`config.mk`:
```
export PLATFORM = sky130hd
export DESIGN_NAME = sensor_power_cycle_scheduler
export DESIGN_NICKNAME = d
export VERILOG_FILES = /design/src/sv/spcs_pkg.sv /design/src/sv/sensor_power_cycle_scheduler.sv /design/src/sv/spcs_cfg_regs.sv /design/src/sv/spcs_step.sv
export VERILOG_INCLUDE_DIRS = /design/src /design/src/sv
export SDC_FILE = /design/constraint.sdc
export NUM_CORES = 1
export LEC_CHECK = 0
export BUFFER_PORTS_ARGS = -buffer_cell sky130_fd_sc_hd__buf_2
export CORE_MARGIN = 1
export CORE_UTILIZATION = 45
export DETAILED_ROUTE_END_ITERATION = 16
export GPL_ROUTABILITY_DRIVEN = 0
export PLACE_DENSITY = 0.73
export SLEW_MARGIN = 25
export SYNTH_ARGS = -nofsm -noshare
export SYNTH_HDL_FRONTEND = slang
export SYNTH_SLANG_ARGS = --single-unit
```
`constraint.sdc`:
```
create_clock -name clk -period 13.9 [get_ports clk]
set_input_delay 0.695 -clock clk [delete_from_list [all_inputs] [get_ports clk]]
set_output_delay 0.695 -clock clk [all_outputs]
set_load 0.02 [all_outputs]
```
`src/sv/sensor_power_cycle_scheduler_defines.svh`:
```
// ----------------------------------------------------------------------------
// sensor power cycle scheduler assertion macros
// shared concurrent assertion forms, clocked on clk, disabled in reset
// ----------------------------------------------------------------------------
`ifndef SENSOR_POWER_CYCLE_SCHEDULER_DEFINES_SVH
`define SENSOR_POWER_CYCLE_SCHEDULER_DEFINES_SVH

// same-cycle implication
`define SPCS_ASSERT_IMP(lbl, ante, cons, msg) \
	lbl: assert property (@(posedge clk) disable iff (!arst_n) (ante) |-> (cons)) \
		else $error(msg);

// next-cycle implication
`define SPCS_ASSERT_NXT(lbl, ante, cons, msg) \
	lbl: assert property (@(posedge clk) disable iff (!arst_n) (ante) |=> (cons)) \
		else $error(msg);

`endif

```
`src/sv/spcs_pkg.sv`:
```
// ----------------------------------------------------------------------------
// spcs_pkg
// types and codes shared by the sensor power cycle scheduler modules
// ----------------------------------------------------------------------------
package spcs_pkg;

	localparam int unsigned TIME_W   = 32;
	localparam int unsigned PPM_W    = 16;
	localparam int unsigned CFG_IDX_W = 3;

	// register indexes
	localparam logic [CFG_IDX_W-1:0] REG_LEAVE_OFF = 3'd0;
	localparam logic [CFG_IDX_W-1:0] REG_CYCLE     = 3'd1;
	localparam logic [CFG_IDX_W-1:0] REG_READ      = 3'd2;
	localparam logic [CFG_IDX_W-1:0] REG_WARMUP    = 3'd3;

	// register reset values
	localparam logic [TIME_W-1:0] LEAVE_OFF_RST = 32'd10000;
	localparam logic [TIME_W-1:0] CYCLE_RST     = 32'd3600000;
	localparam logic [TIME_W-1:0] READ_RST      = 32'd2000;
	localparam logic [TIME_W-1:0] WARMUP_RST    = 32'd10000;

	// operations
	localparam logic OP_START  = 1'b0;
	localparam logic OP_UPDATE = 1'b1;

	// status levels
	localparam logic [1:0] LVL_OK   = 2'd0;
	localparam logic [1:0] LVL_WARN = 2'd1;
	localparam logic [1:0] LVL_ERR  = 2'd2;

	// status codes
	localparam logic [2:0] C_OK           = 3'd0;
	localparam logic [2:0] C_INIT_FAIL    = 3'd1;
	localparam logic [2:0] C_INITIALIZING = 3'd2;
	localparam logic [2:0] C_POWER_OFF    = 3'd3;
	localparam logic [2:0] C_READ_FAIL    = 3'd4;

	typedef struct packed {
		logic              operation;
		logic [TIME_W-1:0] now_ms;
		logic              init_ok;
		logic              measure_ok;
		logic [PPM_W-1:0]  measured_ppm;
	} spcs_in_t;

	typedef struct packed {
		logic [1:0]       health_level;
		logic [2:0]       health_code;
		logic             power_on_cmd;
		logic             power_off_cmd;
		logic             measure_attempted;
		logic             reading_valid;
		logic [PPM_W-1:0] co2_ppm;
	} spcs_out_t;

	typedef struct packed {
		logic [TIME_W-1:0] leave_off_ms;
		logic [TIME_W-1:0] cycle_interval_ms;
		logic [TIME_W-1:0] read_interval_ms;
		logic [TIME_W-1:0] warmup_ms;
	} spcs_cfg_t;

	typedef struct packed {
		logic              powered;
		logic              warming;
		logic [1:0]        level;
		logic [2:0]        code;
		logic [TIME_W-1:0] last_read_time;
		logic [TIME_W-1:0] last_cycle_time;
		logic [TIME_W-1:0] warm_start_time;
	} spcs_state_t;

endpackage

```
`src/sv/sensor_power_cycle_scheduler.sv`:
```
// ----------------------------------------------------------------------------
// sensor_power_cycle_scheduler
// power, warm-up and read scheduling for a gas sensor, one result per event
// ----------------------------------------------------------------------------
// channel | direction | handshake             | payload
// in      | input     | in_valid / in_ready   | in_data  (spcs_in_t)
// out     | output    | out_valid / out_ready | out_data (spcs_out_t)
// cfg     | input     | cfg_we                | cfg_index, cfg_data
//
// one transaction per cycle while the output is not stalled; an accepted transaction
// passes the input register, then the result register (updated together with the state)
// reset clears the sensor state and loads register defaults, no warm-up pass
// a stalled output holds the result and backs up into the input register
// ----------------------------------------------------------------------------
module sensor_power_cycle_scheduler (
	input  logic                           clk,
	input  logic                           arst_n,
	input  logic                           in_valid,
	output logic                           in_ready,
	input  spcs_pkg::spcs_in_t             in_data,
	output logic                           out_valid,
	input  logic                           out_ready,
	output spcs_pkg::spcs_out_t            out_data,
	input  logic                           cfg_we,
	input  logic [spcs_pkg::CFG_IDX_W-1:0] cfg_index,
	input  logic [spcs_pkg::TIME_W-1:0]    cfg_data
);
	import spcs_pkg::*;
	`include "sensor_power_cycle_scheduler_defines.svh"

	spcs_cfg_t   cfg;
	spcs_state_t state_q;
	spcs_state_t state_next;
	spcs_in_t    item_s1;
	logic        valid_s1;
	spcs_out_t   res;
	spcs_out_t   res_s2;
	logic        valid_s2;
	logic        advance;

	spcs_cfg_regs u_cfg (
		.clk      (clk),
		.arst_n   (arst_n),
		.cfg_we   (cfg_we),
		.cfg_index(cfg_index),
		.cfg_data (cfg_data),
		.cfg      (cfg)
	);

	spcs_step u_step (
		.st     (state_q),
		.cfg    (cfg),
		.item   (item_s1),
		.st_next(state_next),
		.res    (res)
	);

	assign advance  = valid_s1 && (!valid_s2 || out_ready);
	assign in_ready = !valid_s1 || advance;

	always_ff @(posedge clk or negedge arst_n) begin
		if (!arst_n) begin
			valid_s1 <= 1'b0;
		end else if (in_ready) begin
			valid_s1 <= in_valid;
		end
	end

	always_ff @(posedge clk) begin
		if (in_ready && in_valid) begin
			item_s1 <= in_data;
		end
	end

	always_ff @(posedge clk or negedge arst_n) begin
		if (!arst_n) begin
			state_q <= '0;
			valid_s2 <= 1'b0;
		end else begin
			if (advance) begin
				state_q <= state_next;
			end
			if (advance) begin
				valid_s2 <= 1'b1;
			end else if (out_ready) begin
				valid_s2 <= 1'b0;
			end
		end
	end

	always_ff @(posedge clk) begin
		if (advance) begin
			res_s2 <= res;
		end
	end

	assign out_valid = valid_s2;
	assign out_data  = res_s2;

	// a processed transaction always lands in the result register
	`SPCS_ASSERT_NXT(a_adv_loads, advance, valid_s2, "result register not loaded")
	// an empty input register never blocks the input channel
	`SPCS_ASSERT_IMP(a_s1_free, !valid_s1, in_ready, "input stalled while empty")
	// a held input transaction keeps its payload until processed
	`SPCS_ASSERT_NXT(a_s1_hold, valid_s1 && !advance, valid_s1 && $stable(item_s1),
		"input register lost its transaction")
	// a published reading comes from a measurement and never with a power-off
	`SPCS_ASSERT_IMP(a_read_clean, valid_s2 && res_s2.reading_valid,
		res_s2.measure_attempted && !res_s2.power_off_cmd,
		"reading published with a power-off")

endmodule

```
`src/sv/spcs_cfg_regs.sv`:
```
// ----------------------------------------------------------------------------
// spcs_cfg_regs
// configuration register file, written through a plain write port
// ----------------------------------------------------------------------------
module spcs_cfg_regs (
	input  logic                           clk,
	input  logic                           arst_n,
	input  logic                           cfg_we,
	input  logic [spcs_pkg::CFG_IDX_W-1:0] cfg_index,
	input  logic [spcs_pkg::TIME_W-1:0]    cfg_data,
	output spcs_pkg::spcs_cfg_t            cfg
);
	import spcs_pkg::*;

	spcs_cfg_t cfg_q;

	always_ff @(posedge clk or negedge arst_n) begin
		if (!arst_n) begin
			cfg_q.leave_off_ms      <= LEAVE_OFF_RST;
			cfg_q.cycle_interval_ms <= CYCLE_RST;
			cfg_q.read_interval_ms  <= READ_RST;
			cfg_q.warmup_ms         <= WARMUP_RST;
		end else if (cfg_we) begin
			// indexes past the last register are dropped
			unique case (cfg_index)
				REG_LEAVE_OFF: cfg_q.leave_off_ms      <= cfg_data;
				REG_CYCLE:     cfg_q.cycle_interval_ms <= cfg_data;
				REG_READ:      cfg_q.read_interval_ms  <= cfg_data;
				REG_WARMUP:    cfg_q.warmup_ms         <= cfg_data;
				default: ;
			endcase
		end
	end

	assign cfg = cfg_q;

endmodule

```
`src/sv/spcs_step.sv`:
```
// ----------------------------------------------------------------------------
// spcs_step
// next-state and result logic for one transaction of the scheduler
// ----------------------------------------------------------------------------
module spcs_step (
	input  spcs_pkg::spcs_state_t st,
	input  spcs_pkg::spcs_cfg_t   cfg,
	input  spcs_pkg::spcs_in_t    item,
	output spcs_pkg::spcs_state_t st_next,
	output spcs_pkg::spcs_out_t   res
);
	import spcs_pkg::*;

	function automatic spcs_state_t start_sensor(spcs_state_t s, logic ok,
			logic [TIME_W-1:0] now);
		spcs_state_t r;
		r = s;
		r.powered = 1'b1;
		if (!ok) begin
			r.level = LVL_ERR;
			r.code  = C_INIT_FAIL;
		end else begin
			r.level           = LVL_WARN;
			r.code            = C_INITIALIZING;
			r.warm_start_time = now;
			r.warming         = 1'b1;
		end
		return r;
	endfunction

	spcs_state_t       ns;
	logic              done;
	logic              on_cmd;
	logic              off_cmd;
	logic              meas;
	logic              valid;
	logic [TIME_W-1:0] now;

	assign now = item.now_ms;

	always_comb begin
		ns      = st;
		done    = 1'b0;
		on_cmd  = 1'b0;
		off_cmd = 1'b0;
		meas    = 1'b0;
		valid   = 1'b0;
		if (item.operation == OP_START) begin
			ns     = start_sensor(st, item.init_ok, now);
			on_cmd = 1'b1;
		end else if (st.last_cycle_time > now || st.last_read_time > now) begin
			// clock rolled over: drop power and restart the timers
			ns.last_read_time  = '0;
			ns.powered         = 1'b0;
			ns.last_cycle_time = now;
			ns.level           = LVL_WARN;
			ns.code            = C_POWER_OFF;
			off_cmd            = 1'b1;
		end else begin
			if (!st.powered) begin
				if (TIME_W'(now - st.last_cycle_time) > cfg.leave_off_ms) begin
					ns     = start_sensor(st, item.init_ok, now);
					on_cmd = 1'b1;
				end else begin
					ns.level = LVL_WARN;
					ns.code  = C_POWER_OFF;
					done     = 1'b1;
				end
			end
			if (!done && ns.warming) begin
				if (TIME_W'(now - ns.warm_start_time) < cfg.warmup_ms) begin
					done = 1'b1;
				end else begin
					ns.warming = 1'b0;
					ns.level   = LVL_OK;
					ns.code    = C_OK;
				end
			end
			if (!done && TIME_W'(now - ns.last_cycle_time) > cfg.cycle_interval_ms) begin
				ns.powered         = 1'b0;
				ns.last_cycle_time = now;
				ns.level           = LVL_WARN;
				ns.code            = C_POWER_OFF;
				off_cmd            = 1'b1;
				done               = 1'b1;
			end
			if (!done && TIME_W'(now - ns.last_read_time) > cfg.read_interval_ms) begin
				meas = 1'b1;
				if (item.measure_ok) begin
					if (ns.level == LVL_OK) begin
						valid = 1'b1;
					end else begin
						ns     = start_sensor(ns, item.init_ok, now);
						on_cmd = 1'b1;
					end
				end else begin
					if (ns.level != LVL_ERR) begin
						ns.level = LVL_ERR;
						ns.code  = C_READ_FAIL;
					end
					ns     = start_sensor(ns, item.init_ok, now);
					on_cmd = 1'b1;
				end
				ns.last_read_time = now;
			end
		end
	end

	assign st_next = ns;

	always_comb begin
		res.health_level      = ns.level;
		res.health_code       = ns.code;
		res.power_on_cmd      = on_cmd;
		res.power_off_cmd     = off_cmd;
		res.measure_attempted = meas;
		res.reading_valid     = valid;
		res.co2_ppm           = valid ? item.measured_ppm : '0;
	end

endmodule
```
# [After elaboration in Yosys (flattened, before gate mapping)]
# Cells that the tools add are included.
[op_classes] n_mux=53 eq_ne=4 add_sub_neg=4 reduce_logical=23 order_cmp=6 n_bitwise=1
[ops] cell="103-bit 2-to-1 mux" count=7
[ops] cell="32-bit greater-than comparator" count=5
[ops] cell="32-bit 2-to-1 mux" count=5
[ops] cell="32-bit subtractor" count=4
[ops] cell="69-bit 2-to-1 mux" count=1
[ops] cell="32-bit < comparator" count=1
[ops] cell="1-bit 2-to-1 mux" count=32
[ops] cell="5-bit 2-to-1 mux" count=5
[ops] cell="6-bit 2-to-1 mux" count=2
[ops] cell="2-bit AND reduction" count=6
[ops] cell="3-bit by 2-bit equality test with 1-bit output, second input constant" count=2
[ops] cell="1-bit logical AND" count=5
[ops] cell="1-bit zero test" count=5
[ops] cell="3-bit by 1-bit equality test with 1-bit output, second input constant" count=1
[ops] cell="3-bit zero test" count=1
[ops] cell="1-bit logical OR" count=3
[ops] cell="2-bit zero test" count=1
[ops] cell="2-bit 2-to-1 mux" count=1
[ops] cell="2-bit inequality test, second input constant" count=1
[ops] cell="2-bit nonzero test" count=1
[ops] cell="2-bit OR reduction" count=1
[ops] cell="1-bit inverter" count=1
[totals] in_bits=91 wordCells=116 out_inout_bits=27 register_bits=309

# [Logic depth before layout (Yosys ltp)]
[logic_depth] ltp_word=23 mapped_depth=51 mapped_depth_nobuf=48

# [Modules after synthesis]
# Synthesis repeated with hierarchy kept, for this count alone.
[unflattened] hier_cells=2086 hier_area_um2=21823.4
[modules_own_cells] module="spcs_step" area_per_inst_um2=10526.3 seq_area_each_um2=0.0 cells_per_inst=1510 n_inst=1
[modules_own_cells] module="sensor_power_cycle_scheduler" area_per_inst_um2=6439.9 seq_area_each_um2=4909.7 cells_per_inst=302 n_inst=1
[modules_own_cells] module="spcs_cfg_regs" area_per_inst_um2=4857.2 seq_area_each_um2=3236.9 cells_per_inst=274 n_inst=1

# [Worst setup path after synthesis]
# Ideal clock, no wire load.
[synth_timing] path_kind="register to register" from="register item_s1[18] (netlist bit)" to="register state_q[22] (netlist bit)" path_slack_ns=3.661 setup_ns=0.128 path_buffers=3 path_stages_with_launch=49 period_less_slack_ns=10.239 required_ns=13.772 arrival_ns=10.112 path_cell_list="edfxtp_1 inv_1 ha_1 inv_1 fa_1 a21o_1 a21oi_1 o21a_1 o31ai_1 o211ai_1 a41oi_1 or2_2 a21o_1 a211o_1 and3_1 ha_1 nand4_1 nor4_1 (+13 left out) o211ai_1 a21oi_1 a221o_1 a41o_1 a21oi_1 xnor2_1 ha_1 a21o_1 a21o_1 a21oi_1 nand3_1 o221ai_1 o32ai_1 a31o_1 nor2b_4 a211oi_4 buf_6 mux2_1"
[synth_between] elab_chain_cells=23 word_cells_on_any_way=49 cone_classes="add/sub: 4; order compare: 6; eq/ne: 1; mux: 29; reduce/logical: 9"
[synth_rtl] item="start: declaration" line_no="sensor_power_cycle_scheduler.sv:34" source="spcs_in_t item_s1;"
[synth_rtl] item="start signal: assignment" line_no="sensor_power_cycle_scheduler.sv:71" source="item_s1 <= in_data;"
[synth_rtl] item="32-bit subtractor" line_no="spcs_step.sv:61" source="if (TIME_W'(now - st.last_cycle_time) > cfg.leave_off_ms) begin"
[synth_rtl] item="32-bit greater-than comparator" line_no="spcs_step.sv:61"
[synth_rtl] item="32-bit 2-to-1 mux" line_no="spcs_step.sv:61"
[synth_rtl] item="103-bit 2-to-1 mux" line_no="spcs_step.sv:60" source="if (!st.powered) begin"
[synth_rtl] item="103-bit 2-to-1 mux" line_no="spcs_step.sv:51" source="end else if (st.last_cycle_time > now || st.last_read_time > now) begin"
[synth_rtl] item="103-bit 2-to-1 mux" line_no="spcs_step.sv:48" source="if (item.operation == OP_START) begin"
[synth_rtl] item="32-bit subtractor" line_no="spcs_step.sv:71" source="if (TIME_W'(now - ns.warm_start_time) < cfg.warmup_ms) begin"
[synth_rtl] item="32-bit < comparator" line_no="spcs_step.sv:71"
[synth_rtl] item="(+7 left out)"
[synth_rtl] item="5-bit 2-to-1 mux" line_no="spcs_step.sv:51"
[synth_rtl] item="5-bit 2-to-1 mux" line_no="spcs_step.sv:48"
[synth_rtl] item="2-bit zero test" line_no="spcs_step.sv:90" source="if (ns.level == LVL_OK) begin"
[synth_rtl] item="103-bit 2-to-1 mux" line_no="spcs_step.sv:90"
[synth_rtl] item="103-bit 2-to-1 mux" line_no="spcs_step.sv:89" source="if (item.measure_ok) begin"
[synth_rtl] item="103-bit 2-to-1 mux" line_no="spcs_step.sv:87" source="if (!done && TIME_W'(now - ns.last_read_time) > cfg.read_interval_ms) begin"
[synth_rtl] item="32-bit 2-to-1 mux" line_no="spcs_step.sv:51"
[synth_rtl] item="103-bit 2-to-1 mux" line_no="spcs_step.sv:48"
[synth_rtl] item="end signal: assignment" line_no="sensor_power_cycle_scheduler.sv:81" source="state_q <= state_next;"
[synth_rtl] item="end: declaration" line_no="sensor_power_cycle_scheduler.sv:32" source="spcs_state_t state_q;"
# Several ways; a longest one is shown, not always the timed one. The select of a mux whose other input is x is not followed.
# A chain may end at the register's enable or synchronous reset.

# [Final worst setup path]
[layout_timing] from="register item_s1[19] (netlist bit)" to="register state_q[0] (netlist bit)"
# The elaborated chain is that of the path after synthesis.

==> metrics.txt <==
outcome completed; antenna-violating nets left 0; Crit path top cell by count a21oi_1; FP Rows 77; Crit path max-delay family compound AO/OA/AOI/OAI gates; Setup TNS Final 0 ns; hpwl dp slightly below 40000 um; H-tree depth 2; hold crit path type input pin to asynchronous set/reset pin; dominant synthesized flop cell dfrtp_1; Seq/Total Area, Yosys about 40%; hold buffers post-CTS 0; Pwr Density 245 nW/um^2; root buf cell clkbuf_16; number of port buffers approximately 120; Post-route DRC 0; class of the most critical setup path flip-flop to flip-flop; crit-path max FO between 50 and 60; Pre-antenna DRT Iters 8; syn nets ~2400; #FFs+latches synth between 300 and 400; final WL roughly 52000 um; Reg2Reg Depth between 40 and 50; Worst path depth 45; Final Hold Vio Count 0; die area roughly 45000 sq um; XOR/XNOR Fraction of Synth Area ~3.7%; share of layout cells above drive strength 1 about an eighth; clk_skew about 0.027 ns; RSZ-0062 raised after global routing false; Synth Area in Adders between 10% and 20%; Global Route Usage Sum 23.2%; clock sinks just over 300; critical path arrival between 10 and 15 ns; routed len/inst 18.7 um; first-pass GRT wire length between 80000 and 90000 um; # Post-CTS Setup Buffers 0; largest stage delay on the critical path approximately 0.7 ns; Crit. End Element flip-flop; Initial Util about 46%; post-synthesis simple-gate area fraction around a tenth; number of diodes 0; final hold slack about 0.13 ns; Gates resized, CTS repair 0; die height 213 um; Yosys warning count 0; largest family of logic cells by synthesized area compound AO/OA/AOI/OAI gates; Die Wd between 200 and 250 um; fin. max-slew vios 0; worst slew pin tran ~1.1 ns; number of buffers created by CTS 35; Reg area about 8000 sq um; Crit path required time 14.31 ns; Synth Area in Compound Gates 18.3%; DR vias/cell ~5.6; Clock Latency Late Sink roughly 0.55 ns; Leak roughly 11 nW; worst setup margin about 1.3 ns; combined area of the multi-input logic cells ~11000 sq um; async set or reset register ratio after synthesis 75.4%; fmax slightly below 0.08 GHz; Unique masters post-synth 73; # fillers approximately 4000; Setup WS pre-CTS 1.50 ns; CTS tree done; Mean Syn Cell Area about 10 sq um; final-report setup violation count 0; Area Overhead vs Synth 12.4%; largest net degree at the start of global routing 90; total of max-cap violations 0; via count 15500; mux cell area share after synthesis under 10%; Peak VDD IR roughly 0.11 mV; Post-Synthesis Cells 2044; CP bufs+invs 2; initial antenna violation count 0; Std-Cell Core Area 44100 sq um; crit path launch type flip-flop; minimum clock period after layout roughly 13 ns; vias in the first global route roughly 16000; fin nets 2507; GRT overflow 0; critical path's slowest cell nor4_1; clk slew on worst S/H paths about 0.06 ns; initial DRC count roughly 1100; Worst slew margin between 20% and 30%; Top-Level Pins between 100 and 150; worst-case clock buffer depth 3; Cell Area, Synth 20100 sq um; EDFF count, synth 76; Final period util between 90% and 100%
power by group:
part / internal (mW) / switching (mW)
logic: 1.36 / 1.93
clock network: 0.561 / 0.383
registers: 1.18 / 0.125
total: 3.10 / 2.44
area by class of cell:
type                       instances  area share, %
timing repair buffer             132           3.33
multi-input combinational       1430           47.9
tap                              592           3.28
inverter                         252           4.19
clock inverter                    17          0.821
sequential                       309           36.1
clock buffer                      47           4.40
placed cells by master, fill, tap and decap left out, types with 9 or more instances in the layout:
cell and count:
edfxtp_1 76, mux2_1 29, nor2_1 76, o21a_1 19
nand2b_1 17, nor3_1 23, ha_1 253, a22o_1 34
xor2_1 22, a21oi_1 151, a21o_1 98, o21bai_1 20
and3_1 15, buf_2 116, nor2b_1 25, mux2_2 41
buf_4 12, dfstp_2 27, inv_1 251, o211ai_1 9
and2_1 22, nand4_1 36, a31oi_1 12, a211oi_1 12
nand2_1 152, dfrtp_1 206, clkbuf_16 36, o21ai_0 147
xnor2_1 62, nand3_1 18, mux2i_1 33
layer usage:
metal  track usage (%)  routed length [um]  share of wire [%]
met1              33.2               24400                 47
met2              35.2               22500                 43
met3              3.91                3350                6.4
met4              8.37                1780                3.4
met5                 0                   0                  0
synthesized netlist by cell type (22+ instances only):
master,count,share of area (%)
ha_1,253,16
inv_1,251,4.7
dfrtp_1,206,26
nand2_1,152,2.8
a21oi_1,151,3.8
o21ai_0,147,3.7
a21o_1,98,3.7
nor2_1,79,1.5
edfxtp_1,76,11
xnor2_1,62,2.7
mux2_2,41,2.3
nand4_1,36,1.1
a22o_1,34,1.5
clkbuf_1,33,0.62
mux2i_1,33,1.6
mux2_1,29,1.6
dfstp_2,27,3.5
nor2b_1,26,0.81
and2_1,23,0.72
nor3_1,23,0.57
xor2_1,22,0.96
cells by family (layout without fill, tap and decap cells):
group | count (synthesis) | in the layout
AO/OA/AOI/OAI | 572 | 572
XOR/XNOR | 84 | 84
adder cells (fa/ha/maj) | 256 | 256
buffers and inverters | 305 | 448
flip-flops | 309 | 309
multiplexers | 103 | 103
AND/OR/NAND/NOR | 415 | 415
per-stage QoR:
| step | cell area, sq um | util, % | instances | power [mW] |
|---|---|---|---|---|
| finish | 22600 | 51.1 | 2779 | 5.54 |
| global route | 22600 | 51.1 | 2779 | 5.98 |
| CTS | 22500 | 51.0 | 2777 | 5.50 |
| detailed placement | 21300 | 48.3 | 2713 | 4.52 |
| global placement | 21300 | 48.3 | 2713 | 4.38 |
| floorplan | 20100 | - | 2044 | 3.65 |
worst paths after layout:
kind                            slack [ns]        start                         end
worst max-delay path                  1.31  item_s1[19]                  state_q[0]
worst min-delay path                  0.13       arst_n               u_cfg.cfg[91]
worst max register to register        1.31  item_s1[19]                  state_q[0]
worst min register to register        0.49  state_q[20]                 state_q[20]
max in group asynchronous            11.98       arst_n  asynchronous set/reset pin
min in group clk                      0.33  in_data[12]                 item_s1[12]
(Power assumes the default switching activity.)
